`config.mk`:
```
export PLATFORM = sky130hd
export DESIGN_NAME = touch_point_orientation_transform_top
export DESIGN_NICKNAME = d
export VERILOG_FILES = /design/src/rtl/core/tpot_pkg.sv /design/src/rtl/core/touch_point_orientation_transform_top.sv /design/src/rtl/core/tpot_xform.sv
export SDC_FILE = /design/constraint.sdc
export NUM_CORES = 1
export LEC_CHECK = 0
export BUFFER_PORTS_ARGS = -buffer_cell sky130_fd_sc_hd__buf_2
export CORE_ASPECT_RATIO = 1.25
export CORE_UTILIZATION = 50
export DETAILED_ROUTE_END_ITERATION = 12
export PLACE_DENSITY_LB_ADDON = 0.1
export SLEW_MARGIN = 25
export SYNTH_ARGS = -nofsm -noshare
export SYNTH_HDL_FRONTEND = slang
export SYNTH_HIERARCHICAL = 1
export SYNTH_SLANG_ARGS = --single-unit
```
`constraint.sdc`:
```
create_clock -name clock -period 8 [get_ports clock]
set_clock_uncertainty 0.15 [all_clocks]
set_input_delay 0.4 -clock clock [delete_from_list [all_inputs] [get_ports clock]]
set_output_delay 0.4 -clock clock [all_outputs]
set_load 0.005 [all_outputs]
```
`src/rtl/core/tpot_pkg.sv`:
```
package tpot_pkg;

   // Event kinds carried in req_tuser
   typedef enum logic [1:0] {
      EV_ABS_X = 2'd0,
      EV_ABS_Y = 2'd1,
      EV_TOUCH = 2'd2,
      EV_OTHER = 2'd3
   } event_code_type;

   // Display rotation
   typedef enum logic [1:0] {
      ORIENT_0   = 2'd0,
      ORIENT_90  = 2'd1,
      ORIENT_180 = 2'd2,
      ORIENT_270 = 2'd3
   } orient_type;

   // Configuration register indexes
   localparam logic [2:0] CSR_SWAP_AXES   = 3'd0;
   localparam logic [2:0] CSR_MIRROR_X    = 3'd1;
   localparam logic [2:0] CSR_MIRROR_Y    = 3'd2;
   localparam logic [2:0] CSR_ORIENTATION = 3'd3;
   localparam logic [2:0] CSR_WIDTH       = 3'd4;
   localparam logic [2:0] CSR_HEIGHT      = 3'd5;

   localparam int RES_W   = 15;
   localparam int VALUE_W = 16;

   localparam logic [RES_W-1:0] WIDTH_RESET  = 15'd320;
   localparam logic [RES_W-1:0] HEIGHT_RESET = 15'd240;

   typedef struct packed {
      logic             swap_axes;
      logic             mirror_x;
      logic             mirror_y;
      orient_type       orientation;
      logic [RES_W-1:0] width_pixels;
      logic [RES_W-1:0] height_pixels;
   } cfg_type;

endpackage

```
`src/rtl/core/touch_point_orientation_transform_top.sv`:
```
// Touch point orientation transform. Takes one touch event word per clock,
// unless a tlast word waits on a stalled result (X, Y, touch on/off or an
// ignored code; tlast closes a report frame), and latches a pending point.
// Each tlast word produces one result word: the pending point swapped,
// mirrored, rotated and clamped to the display, also written back as the new
// pending point. A word goes into the input register, its result into the
// result register; the single transform stage updates the pending point in
// the same cycle it produces the result. Configuration writes are taken at
// any time but are meant to be made while no words are in flight.
module touch_point_orientation_transform_top #(
   parameter int COORD_WIDTH = 16
) (
   input  logic        clock,
   input  logic        reset,
   input  logic        req_tvalid,
   output logic        req_tready,
   input  logic [15:0] req_tdata,   // [15:0] event_value (signed)
   input  logic [1:0]  req_tuser,   // [1:0] event_code
   input  logic        req_tlast,   // sync_mark
   output logic        rsp_tvalid,
   input  logic        rsp_tready,
   output logic [31:0] rsp_tdata,   // [14:0] point_x_out, [29:15] point_y_out,
                                    // [30] pressed_out, [31] zero
   input  logic        csr_valid,
   output logic        csr_ready,
   input  logic [2:0]  csr_index,
   input  logic [14:0] csr_data
);

   localparam int EW = (COORD_WIDTH > 16) ? COORD_WIDTH : 16;

   tpot_pkg::cfg_type cfg_ff, cfg_in;

   logic                          s1_valid_ff, s1_valid_in;
   tpot_pkg::event_code_type      s1_code_ff;
   logic [15:0]                   s1_value_ff;
   logic                          s1_sync_ff;

   logic signed [COORD_WIDTH-1:0] pend_x_ff, pend_x_in, pend_y_ff, pend_y_in;
   logic                          pend_pressed_ff, pend_pressed_in;

   logic                          out_valid_ff, out_valid_in;
   logic [tpot_pkg::RES_W-1:0]    out_x_ff, out_y_ff;
   logic                          out_pressed_ff;

   logic                          out_free, s1_fire, req_take, emit;
   logic [EW-1:0]                 value_ext;
   logic signed [COORD_WIDTH-1:0] cur_x, cur_y;
   logic [tpot_pkg::RES_W-1:0]    new_x, new_y;
   logic [EW-1:0]                 new_x_ext, new_y_ext;

   assign csr_ready = 1'b1;

   always_comb begin
      cfg_in = cfg_ff;
      if (csr_valid) begin
         case (csr_index)
            tpot_pkg::CSR_SWAP_AXES:   cfg_in.swap_axes = csr_data[0];
            tpot_pkg::CSR_MIRROR_X:    cfg_in.mirror_x = csr_data[0];
            tpot_pkg::CSR_MIRROR_Y:    cfg_in.mirror_y = csr_data[0];
            tpot_pkg::CSR_ORIENTATION:
               cfg_in.orientation = tpot_pkg::orient_type'(csr_data[1:0]);
            tpot_pkg::CSR_WIDTH:       cfg_in.width_pixels = csr_data;
            tpot_pkg::CSR_HEIGHT:      cfg_in.height_pixels = csr_data;
            default: ;
         endcase
      end
   end

   // Handshake: a non-sync word always retires; a sync word needs the result slot.
   assign out_free   = !out_valid_ff || rsp_tready;
   assign s1_fire    = s1_valid_ff && (!s1_sync_ff || out_free);
   assign req_tready = !s1_valid_ff || s1_fire;
   assign req_take   = req_tvalid && req_tready;
   assign emit       = s1_fire && s1_sync_ff;

   assign s1_valid_in  = req_take || (s1_valid_ff && !s1_fire);
   assign out_valid_in = emit || (out_valid_ff && !rsp_tready);

   // Latch the event, then transform from the updated pending point.
   assign value_ext = {{(EW-16){s1_value_ff[15]}}, s1_value_ff};
   always_comb begin
      cur_x = pend_x_ff;
      cur_y = pend_y_ff;
      pend_pressed_in = pend_pressed_ff;
      case (s1_code_ff)
         tpot_pkg::EV_ABS_X: cur_x = value_ext[COORD_WIDTH-1:0];
         tpot_pkg::EV_ABS_Y: cur_y = value_ext[COORD_WIDTH-1:0];
         tpot_pkg::EV_TOUCH: pend_pressed_in = (s1_value_ff != '0);
         default: ;
      endcase
   end

   tpot_xform #(
      .COORD_WIDTH(COORD_WIDTH)
   ) u_xform (
      .cfg   (cfg_ff),
      .x_in  (cur_x),
      .y_in  (cur_y),
      .x_out (new_x),
      .y_out (new_y)
   );

   assign new_x_ext = {{(EW-tpot_pkg::RES_W){1'b0}}, new_x};
   assign new_y_ext = {{(EW-tpot_pkg::RES_W){1'b0}}, new_y};
   assign pend_x_in = s1_sync_ff ? new_x_ext[COORD_WIDTH-1:0] : cur_x;
   assign pend_y_in = s1_sync_ff ? new_y_ext[COORD_WIDTH-1:0] : cur_y;

   always_ff @(posedge clock) begin
      if (reset) begin
         cfg_ff.swap_axes     <= 1'b0;
         cfg_ff.mirror_x      <= 1'b0;
         cfg_ff.mirror_y      <= 1'b0;
         cfg_ff.orientation   <= tpot_pkg::ORIENT_0;
         cfg_ff.width_pixels  <= tpot_pkg::WIDTH_RESET;
         cfg_ff.height_pixels <= tpot_pkg::HEIGHT_RESET;
         s1_valid_ff     <= 1'b0;
         out_valid_ff    <= 1'b0;
         pend_x_ff       <= '0;
         pend_y_ff       <= '0;
         pend_pressed_ff <= 1'b0;
      end else begin
         cfg_ff       <= cfg_in;
         s1_valid_ff  <= s1_valid_in;
         out_valid_ff <= out_valid_in;
         if (s1_fire) begin
            pend_x_ff       <= pend_x_in;
            pend_y_ff       <= pend_y_in;
            pend_pressed_ff <= pend_pressed_in;
         end
      end
   end

   always_ff @(posedge clock) begin
      if (req_take) begin
         s1_code_ff  <= tpot_pkg::event_code_type'(req_tuser);
         s1_value_ff <= req_tdata;
         s1_sync_ff  <= req_tlast;
      end
      if (emit) begin
         out_x_ff       <= new_x;
         out_y_ff       <= new_y;
         out_pressed_ff <= pend_pressed_in;
      end
   end

   assign rsp_tvalid = out_valid_ff;
   assign rsp_tdata  = {1'b0, out_pressed_ff, out_y_ff, out_x_ff};

endmodule

```
`src/rtl/core/tpot_xform.sv`:
```
// Swap, mirror, rotate and clamp of one pending point.
module tpot_xform #(
   parameter int COORD_WIDTH = 16
) (
   input  tpot_pkg::cfg_type                cfg,
   input  logic signed [COORD_WIDTH-1:0]    x_in,
   input  logic signed [COORD_WIDTH-1:0]    y_in,
   output logic [tpot_pkg::RES_W-1:0]       x_out,
   output logic [tpot_pkg::RES_W-1:0]       y_out
);

   // wide enough for coordinate plus two resolution offsets
   localparam int AW = ((COORD_WIDTH > 16) ? COORD_WIDTH : 16) + 2;

   logic signed [AW-1:0] w, h, xs, ys, x0, y0, x1, y1, x2, y2;
   logic                 upright;

   assign w = signed'({{(AW-tpot_pkg::RES_W){1'b0}}, cfg.width_pixels});
   assign h = signed'({{(AW-tpot_pkg::RES_W){1'b0}}, cfg.height_pixels});
   assign xs = {{(AW-COORD_WIDTH){x_in[COORD_WIDTH-1]}}, x_in};
   assign ys = {{(AW-COORD_WIDTH){y_in[COORD_WIDTH-1]}}, y_in};
   assign upright = (cfg.orientation == tpot_pkg::ORIENT_0) ||
                    (cfg.orientation == tpot_pkg::ORIENT_180);

   always_comb begin
      x0 = cfg.swap_axes ? ys : xs;
      y0 = cfg.swap_axes ? xs : ys;
      x1 = cfg.mirror_x ? ((upright ? w : h) - x0) : x0;
      y1 = cfg.mirror_y ? ((upright ? h : w) - y0) : y0;
      case (cfg.orientation)
         tpot_pkg::ORIENT_90: begin
            x2 = y1;
            y2 = h - x1;
         end
         tpot_pkg::ORIENT_180: begin
            x2 = w - x1;
            y2 = h - y1;
         end
         tpot_pkg::ORIENT_270: begin
            x2 = w - y1;
            y2 = x1;
         end
         default: begin
            x2 = x1;
            y2 = y1;
         end
      endcase
   end

   always_comb begin
      if (x2 <= 0) begin
         x_out = '0;
      end else if (x2 >= w) begin
         x_out = (cfg.width_pixels == '0) ? '0 : cfg.width_pixels - 1'b1;
      end else begin
         x_out = x2[tpot_pkg::RES_W-1:0];
      end
      if (y2 <= 0) begin
         y_out = '0;
      end else if (y2 >= h) begin
         y_out = (cfg.height_pixels == '0) ? '0 : cfg.height_pixels - 1'b1;
      end else begin
         y_out = y2[tpot_pkg::RES_W-1:0];
      end
   end

endmodule

```
# ---- Yosys cells after proc, flatten, opt, wreduce, memory -nomap -nowiden
# Cells that the tools add are included.
dict set report totals {
  ff_bits 120
  inputBits 42
  elab_cells 86
}
dict set report op_classes {
  addsub 8
  magnitude_cmp 4
  eq_ne 10
  n_mux 19
  n_reduce_logical 28
}
# operator n
set ops {}
lappend ops {{$mux 15} 8}
lappend ops {{$pmux 18 s3} 2}
lappend ops {{$mux 18} 4}
lappend ops {{$sub 16x18->18} 4}
lappend ops {{$mux 16} 4}
lappend ops {{$ge 18x16->1} 2}
lappend ops {{$le 18x1->1 const B} 2}
lappend ops {{$sub 18x18->18} 2}
lappend ops {{$logic_not 15->1} 2}
lappend ops {{$sub 15x1->15 const B} 2}
lappend ops {{$reduce_bool 16->1} 1}
lappend ops {{$reduce_and 2->1} 6}
lappend ops {{$eq 2x2->1 const B} 3}
lappend ops {{$eq 3x2->1 const B} 2}
lappend ops {{$eq 3x3->1 const B} 2}
lappend ops {{$logic_or 1x1->1} 6}
lappend ops {{$logic_and 1x1->1} 5}
lappend ops {{$logic_not 1->1} 5}
lappend ops {{$eq 2x1->1 const B} 2}
lappend ops {{$logic_not 2->1} 2}
lappend ops {{$eq 3x1->1 const B} 1}
lappend ops {{$logic_not 3->1} 1}
lappend ops {{$mux 1} 1}

# ---- Depth between registers and ports, before layout
dict set report depth {
  depth_word 11
  depth_mapped 38
  ltp_nobuf 33
}

# ---- Cells and area by module
# Netlist, hierarchy kept.
# module n_inst cells_per_inst area_each_um2
set by_module_without_submodules {}
lappend by_module_without_submodules {tpot_xform 1 1109 7482.2}
lappend by_module_without_submodules {touch_point_orientation_transform_top 1 382 4753.3}

# ---- Worst setup path before layout
# No wires, ideal clock.
dict set report synth_timing {
  kind {register -> register}
  start {reg cfg_ff[30] in the netlist's numbering}
  end {reg pend_x_ff[10]}
  setup_ns 0.117
  arrival_ns 7.720
  required_ns 7.733
  path_slack_ns 0.014
  stages_incl_launch_ff 38
  path_buffers 4
  period_less_slack_ns 7.986
  cell_sequence {dfxtp_1 > inv_1 > ha_1 > buf_1 > nor2_1 > clkbuf_1 > mux2i_1 > ha_1 > inv_1 > fa_1 > a21o_1 > a221oi_2 > o21ai_0 > xor2_1 > o21ai_0 > nand2_1 > o21ai_0 > ha_1 > [2 not listed] > nand4_1 > a31oi_1 > xnor2_1 > a221oi_1 > inv_1 > ha_1 > a21o_1 > a21o_1 > a21oi_1 > o21ai_0 > a211o_1 > or2_2 > buf_1 > clkbuf_1 > o2111ai_1 > a21oi_1 > mux2_2 > a22o_1}
}
dict set report synth_between {
  elab_chain_cells 11
}
# item line
set synth_rtl {}
lappend synth_rtl {{start: declaration} touch_point_orientation_transform_top.sv:32} ;# tpot_pkg::cfg_type cfg_ff, cfg_in;
lappend synth_rtl {{start signal: assignment} touch_point_orientation_transform_top.sv:123} ;# cfg_ff <= cfg_in;
lappend synth_rtl {{$eq 2x2->1 or $logic_not 2->1 (tied branches)} {tpot_xform.sv:23, tpot_xform.sv:30, tpot_xform.sv:22}}
lappend synth_rtl {{$logic_or 1x1->1} tpot_xform.sv:22} ;# assign upright = (cfg.orientation == tpot_pkg::ORIENT_0) ||
lappend synth_rtl {{$mux 15, on equally long branches} {tpot_xform.sv:29, tpot_xform.sv:28}}
lappend synth_rtl {{$sub 18x18->18, on equally long branches} {tpot_xform.sv:29, tpot_xform.sv:28}}
lappend synth_rtl {{$mux 18, on equally long branches} {tpot_xform.sv:29, tpot_xform.sv:28}}
lappend synth_rtl {{$sub 16x18->18, on equally long branches} {tpot_xform.sv:40, tpot_xform.sv:36}}
lappend synth_rtl {{$pmux 18 s3 (*)} tpot_xform.sv:30} ;# case (cfg.orientation)
lappend synth_rtl {{$ge 18x16->1} tpot_xform.sv:53} ;# end else if (x2 >= w) begin
lappend synth_rtl {{$mux 15} tpot_xform.sv:53}
lappend synth_rtl {{$mux 15 (*)} tpot_xform.sv:51} ;# if (x2 <= 0) begin
lappend synth_rtl {{named net new_x (one bit)} touch_point_orientation_transform_top.sv:49} ;# logic [tpot_pkg::RES_W-1:0] new_x, new_y;
lappend synth_rtl {{$mux 16 (*)} touch_point_orientation_transform_top.sv:106} ;# assign pend_x_in = s1_sync_ff ? new_x_ext[COORD_WIDTH-1:0] : cur_x;
lappend synth_rtl {{end signal: assignment} touch_point_orientation_transform_top.sv:127} ;# pend_x_ff <= pend_x_in;
lappend synth_rtl {{end: declaration} touch_point_orientation_transform_top.sv:39} ;# logic signed [COORD_WIDTH-1:0] pend_x_ff, pend_x_in, pend_y_ff, pend_y_in;
# The timed path passes the listed nets; every way through them passes the cells marked *.
# A chain may end at the register's enable or synchronous reset.

# ---- Worst setup path in the final report
dict set report layout_timing {
  start {reg s1_code_ff[1]}
  end {reg pend_y_ff[7]}
}
dict set report layout_between {
  elab_chain_cells 11
}
# item line
set layout_rtl {}
lappend layout_rtl {{start: declaration} touch_point_orientation_transform_top.sv:35} ;# tpot_pkg::event_code_type s1_code_ff;
lappend layout_rtl {{start signal: assignment} touch_point_orientation_transform_top.sv:136} ;# s1_code_ff <= tpot_pkg::event_code_type'(req_tuser);
lappend layout_rtl {{$logic_not 2->1 (*)} touch_point_orientation_transform_top.sv:86} ;# case (s1_code_ff)
lappend layout_rtl {{$mux 16 (*)} touch_point_orientation_transform_top.sv:86}
lappend layout_rtl {{named net cur_x[3]} touch_point_orientation_transform_top.sv:48} ;# logic signed [COORD_WIDTH-1:0] cur_x, cur_y;
lappend layout_rtl {{$mux 18, on equally long branches} {tpot_xform.sv:27, tpot_xform.sv:26}}
lappend layout_rtl {{$sub 18x18->18, on equally long branches} {tpot_xform.sv:29, tpot_xform.sv:28}}
lappend layout_rtl {{$mux 18, on equally long branches} {tpot_xform.sv:29, tpot_xform.sv:28}}
lappend layout_rtl {{$sub 16x18->18, on equally long branches} {tpot_xform.sv:37, tpot_xform.sv:33}}
lappend layout_rtl {{$pmux 18 s3 (*)} tpot_xform.sv:30}
lappend layout_rtl {{$ge 18x16->1} tpot_xform.sv:60} ;# end else if (y2 >= h) begin
lappend layout_rtl {{$mux 15} tpot_xform.sv:60}
lappend layout_rtl {{$mux 15 (*)} tpot_xform.sv:58} ;# if (y2 <= 0) begin
lappend layout_rtl {{named net new_y (one bit)} touch_point_orientation_transform_top.sv:49}
lappend layout_rtl {{$mux 16 (*)} touch_point_orientation_transform_top.sv:107} ;# assign pend_y_in = s1_sync_ff ? new_y_ext[COORD_WIDTH-1:0] : cur_y;
lappend layout_rtl {{end signal: assignment} touch_point_orientation_transform_top.sv:128} ;# pend_y_ff <= pend_y_in;
lappend layout_rtl {{end: declaration} touch_point_orientation_transform_top.sv:39}
# Marks and branches as above.

==> run_results.csv <==
group,metric,value,unit
synth,synth_fp_nets,1634,
placement,port_buffers,74,
placement,dp_cells,1892,
global_routing,grt_pass1_wl,74900,um
final_layout,drive_gt1_frac,0.210,
global_routing,grt.met2_usage,0.657,
cts,cts_tree,"built",
timing,tightest_slew,1.15,ns
setup_path,crit_arrival,8.00,ns
cts,cts_root_buf,"clkbuf_16",
global_routing,grt_pass1_vias,12000,
global_routing,busiest_layer,"met2",
global_routing,track_usage,0.411,
job,drv_cap,0,
timing,period_needed,7.83,ns
min_path,hp-start,"req_tdata[4]",
global_routing,overflow,0,
setup_path,worstSetupPathType,"register to register",
global_routing,antenna_found_initial,1,
global_routing,grt_start_max_net_pins,43,
min_path,hp-class,"input port to register",
synth,synth.avg_cell_area,8.21,um^2
power_and_ir_drop,p_seq_frac,0.279,
setup_path,end_kind,"register",
timing,hold_slack,0.00923,ns
synth,ys_seq_area_frac,0.237,
setup_path,r2r_slack,0.17,ns
global_routing,grtUsageMet3,0.0782,
setup_path,crit_buf_inv,2,
timing,fin_setup_tns,0,ns
synth,yosysTopAreaCell,"edfxtp_1",
floorplanning,initial_core_util,0.512,
detailed_routing,ant_nets,0,
synth,synthesis.area,12200,um^2
cts,clock_path_buffers,2,
timing,finalSetupViolCount,0,
cts,clk-insertion-delay-late,0.44,ns
final_layout,fin_cells,1949,
cts,cts.sinks,120,
timing,finalHoldViolations,0,
synth,yosysUniqueCellTypes,87,
synth,synthCells,1491,
power_and_ir_drop,power_density,176,nW/um^2
placement,dpl.hpwl,40500,um
setup_path,worstPathMaxFanout,15,
detailed_routing,wl_per_cell,26.3,um
synth,synth-async-reset-ratio,0,
power_and_ir_drop,swShare,0.373,
setup_path,cpLargestDelayFamily,"compound AO/OA/AOI/OAI gates",
timing,slew_violations,0,
detailed_routing,via_per_inst,6.56,
cts,cts_made_buffers,17,
power_and_ir_drop,clockPowerShare,0.319,
synth,synth-seq-cells,120,
final_layout,area_delta_synth_final,17.1,%
power_and_ir_drop,combPwrFrac,0.401,
floorplanning,die_w,142,um
placement,place.gp.congestion,1.01,
synth,synth_enable_flop_cells,50,
synth,synthTopCellsByCount,"nand2_1 (178), a21oi_1 (100), ha_1 (97)",
floorplanning,top_level_ports,77,
detailed_routing,drt_iter0_markers,1493,
cts,clkTransAtPathRegs,0.06,ns
cts,cts.htree.levels,4,
synth,synth_top_cells_by_area,"edfxtp_1 (12%), dfxtp_1 (11%), ha_1 (9.9%), mux2i_1 (6.0%), nand2_1 (5.5%)",
min_path,whs_path_depth,1,
floorplanning,dieArea,25100,um^2
synth,yosysMostFrequentCell,"nand2_1",
timing,post-route-period-util,0.979,
setup_path,reg2reg_depth,31,
power_and_ir_drop,p_int,1.59,mW
power_and_ir_drop,peakVddDrop,138,uV
final_layout,fin_nets,1753,
power_and_ir_drop,switchingPower,0.944,mW
min_path,min_to,"s1_value_ff[4]",
floorplanning,core-area,23900,um^2
detailed_routing,drcViolationCount,0,
setup_path,r2r-end,"pend_y_ff[7]",
timing,slew_headroom,0.230,
setup_path,worst-endpoint-required,8.17,ns
floorplanning,rows,63,
detailed_routing,dr.pass1.iters,6,
setup_path,slowest_delay,0.47,ns
floorplanning,die_h,177,um
global_routing,use_met1,0.490,
final_layout,final_util,0.600,
setup_path,cp-start-kind,"register",
setup_path,critPathLaunch,"s1_code_ff[1]",
detailed_routing,vias,12800,
synth,synth_warnings,6,
setup_path,critPathSlowestCell,"a311o_2",
power_and_ir_drop,p_leak,5.92,nW
synth,yosysTopAreaCellShare,0.123,
timing,max_freq,128,MHz
detailed_routing,drt_wl_total,51300,um
outcome,status,"complete, no violations",
setup_path,reg2reg_from,"s1_code_ff[1]",
synth,synth_flop_cell,"dfxtp_1",
## kinds of logic after synthesis
logic type / synth area share
flip-flops: 0.237
buffers and inverters: 0.0539
XOR/XNOR: 0.0344
other: 0.000614
AND/OR/NAND/NOR: 0.199
multiplexers: 0.124
adder cells (fa/ha/maj): 0.106
AO/OA/AOI/OAI: 0.245
## power by group through the flow
stage,sequential (mW),combinational [mW],clock [mW]
6_report,0.706,1.02,0.808
2_1_floorplan,0.704,0.635,0
5_1_grt,0.707,1.08,0.836
4_1_cts,0.704,0.945,0.810
3_3_place_gp,0.717,0.925,0
3_5_place_dp,0.717,0.928,0
## cells in the final DEF (no fill, tap or decap), drive strengths merged, types with 22 or more instances in the layout
cell type    n
nand2      178
buf        167
a21oi      101
nor2        98
ha          97
o21ai       91
mux2i       73
inv         71
dfxtp       70
mux2        67
edfxtp      50
nor3        41
xnor2       38
a21o        36
nand3       35
a22o        32
o2111ai     23
nand4       22
## worst max-delay path by stage
stage / to / cells after the start
3_3_place_gp: pend_y_ff[11] / 34
3_5_place_dp: pend_y_ff[11] / 34
5_1_grt: pend_y_ff[0] / 34
2_1_floorplan: pend_x_ff[10] / 37
4_1_cts: pend_y_ff[11] / 34
6_report: pend_y_ff[7] / 31
## metrics by stage
| stage | setup WS, ns | power, mW | cell area [um^2] |
|---|---|---|---|
| after global routing | -0.00678 | 2.62 | 14300 |
| after global placement | -0.204 | 1.64 | 13300 |
| after floorplan | 0.0136 | 1.34 | 12200 |
| final | 0.171 | 2.53 | 14300 |
| after detailed placement | -0.299 | 1.65 | 13300 |
| after CTS | 0.0370 | 2.46 | 14100 |
## worst register-to-register path: cells and delay by family (launching register included)
| kind | cells | cell delay [ns] |
|---|---|---|
| and+or+nand+nor | 5 | 0.64 |
| adders and majority gates | 3 | 1.08 |
| xor gates and xnor gates | 2 | 0.34 |
| buffers and inverters | 2 | 0.40 |
| DFF | 1 | 0.42 |
| muxes | 4 | 1.49 |
| AOI/OAI and AO/OA | 15 | 3.19 |
## flip-flops by register name (all words and copies together) (netlist names), 2 cells and up
| signal | flops |
|---|---|
| out_y_ff | 15 |
| cfg_ff | 35 |
| s1_value_ff | 16 |
| s1_code_ff | 2 |
| out_x_ff | 15 |
| pend_y_ff | 16 |
| pend_x_ff | 16 |
## layout make-up
type / count / area [um^2]
sequential: 120 / 2900
tap: 325 / 407
clock buffer: 18 / 429
multi-input combinational: 1217 / 8890
antenna: 1 / 2.50
clock inverter: 14 / 175
timing repair buffer: 185 / 1260
inverter: 69 / 259
fill: 2192 / 9550
## timing repair
item | CTS | global route
pin swaps | 0 | 7
hold buffers | 18 | 0
endpoints found under the setup margin | 33 | 54
buffers inserted | 0 | 6
hold endpoints to repair | 18 | 0
gates resized for setup | 6 | 47
## routing by layer
metal | vias to the layer above | share of wire
met5 | - | 0.00018
met4 | 2 | 0.083
met3 | 206 | 0.080
met2 | 706 | 0.45
met1 | 6049 | 0.39
li1 | 5813 | -
(Power assumes the default switching activity.)
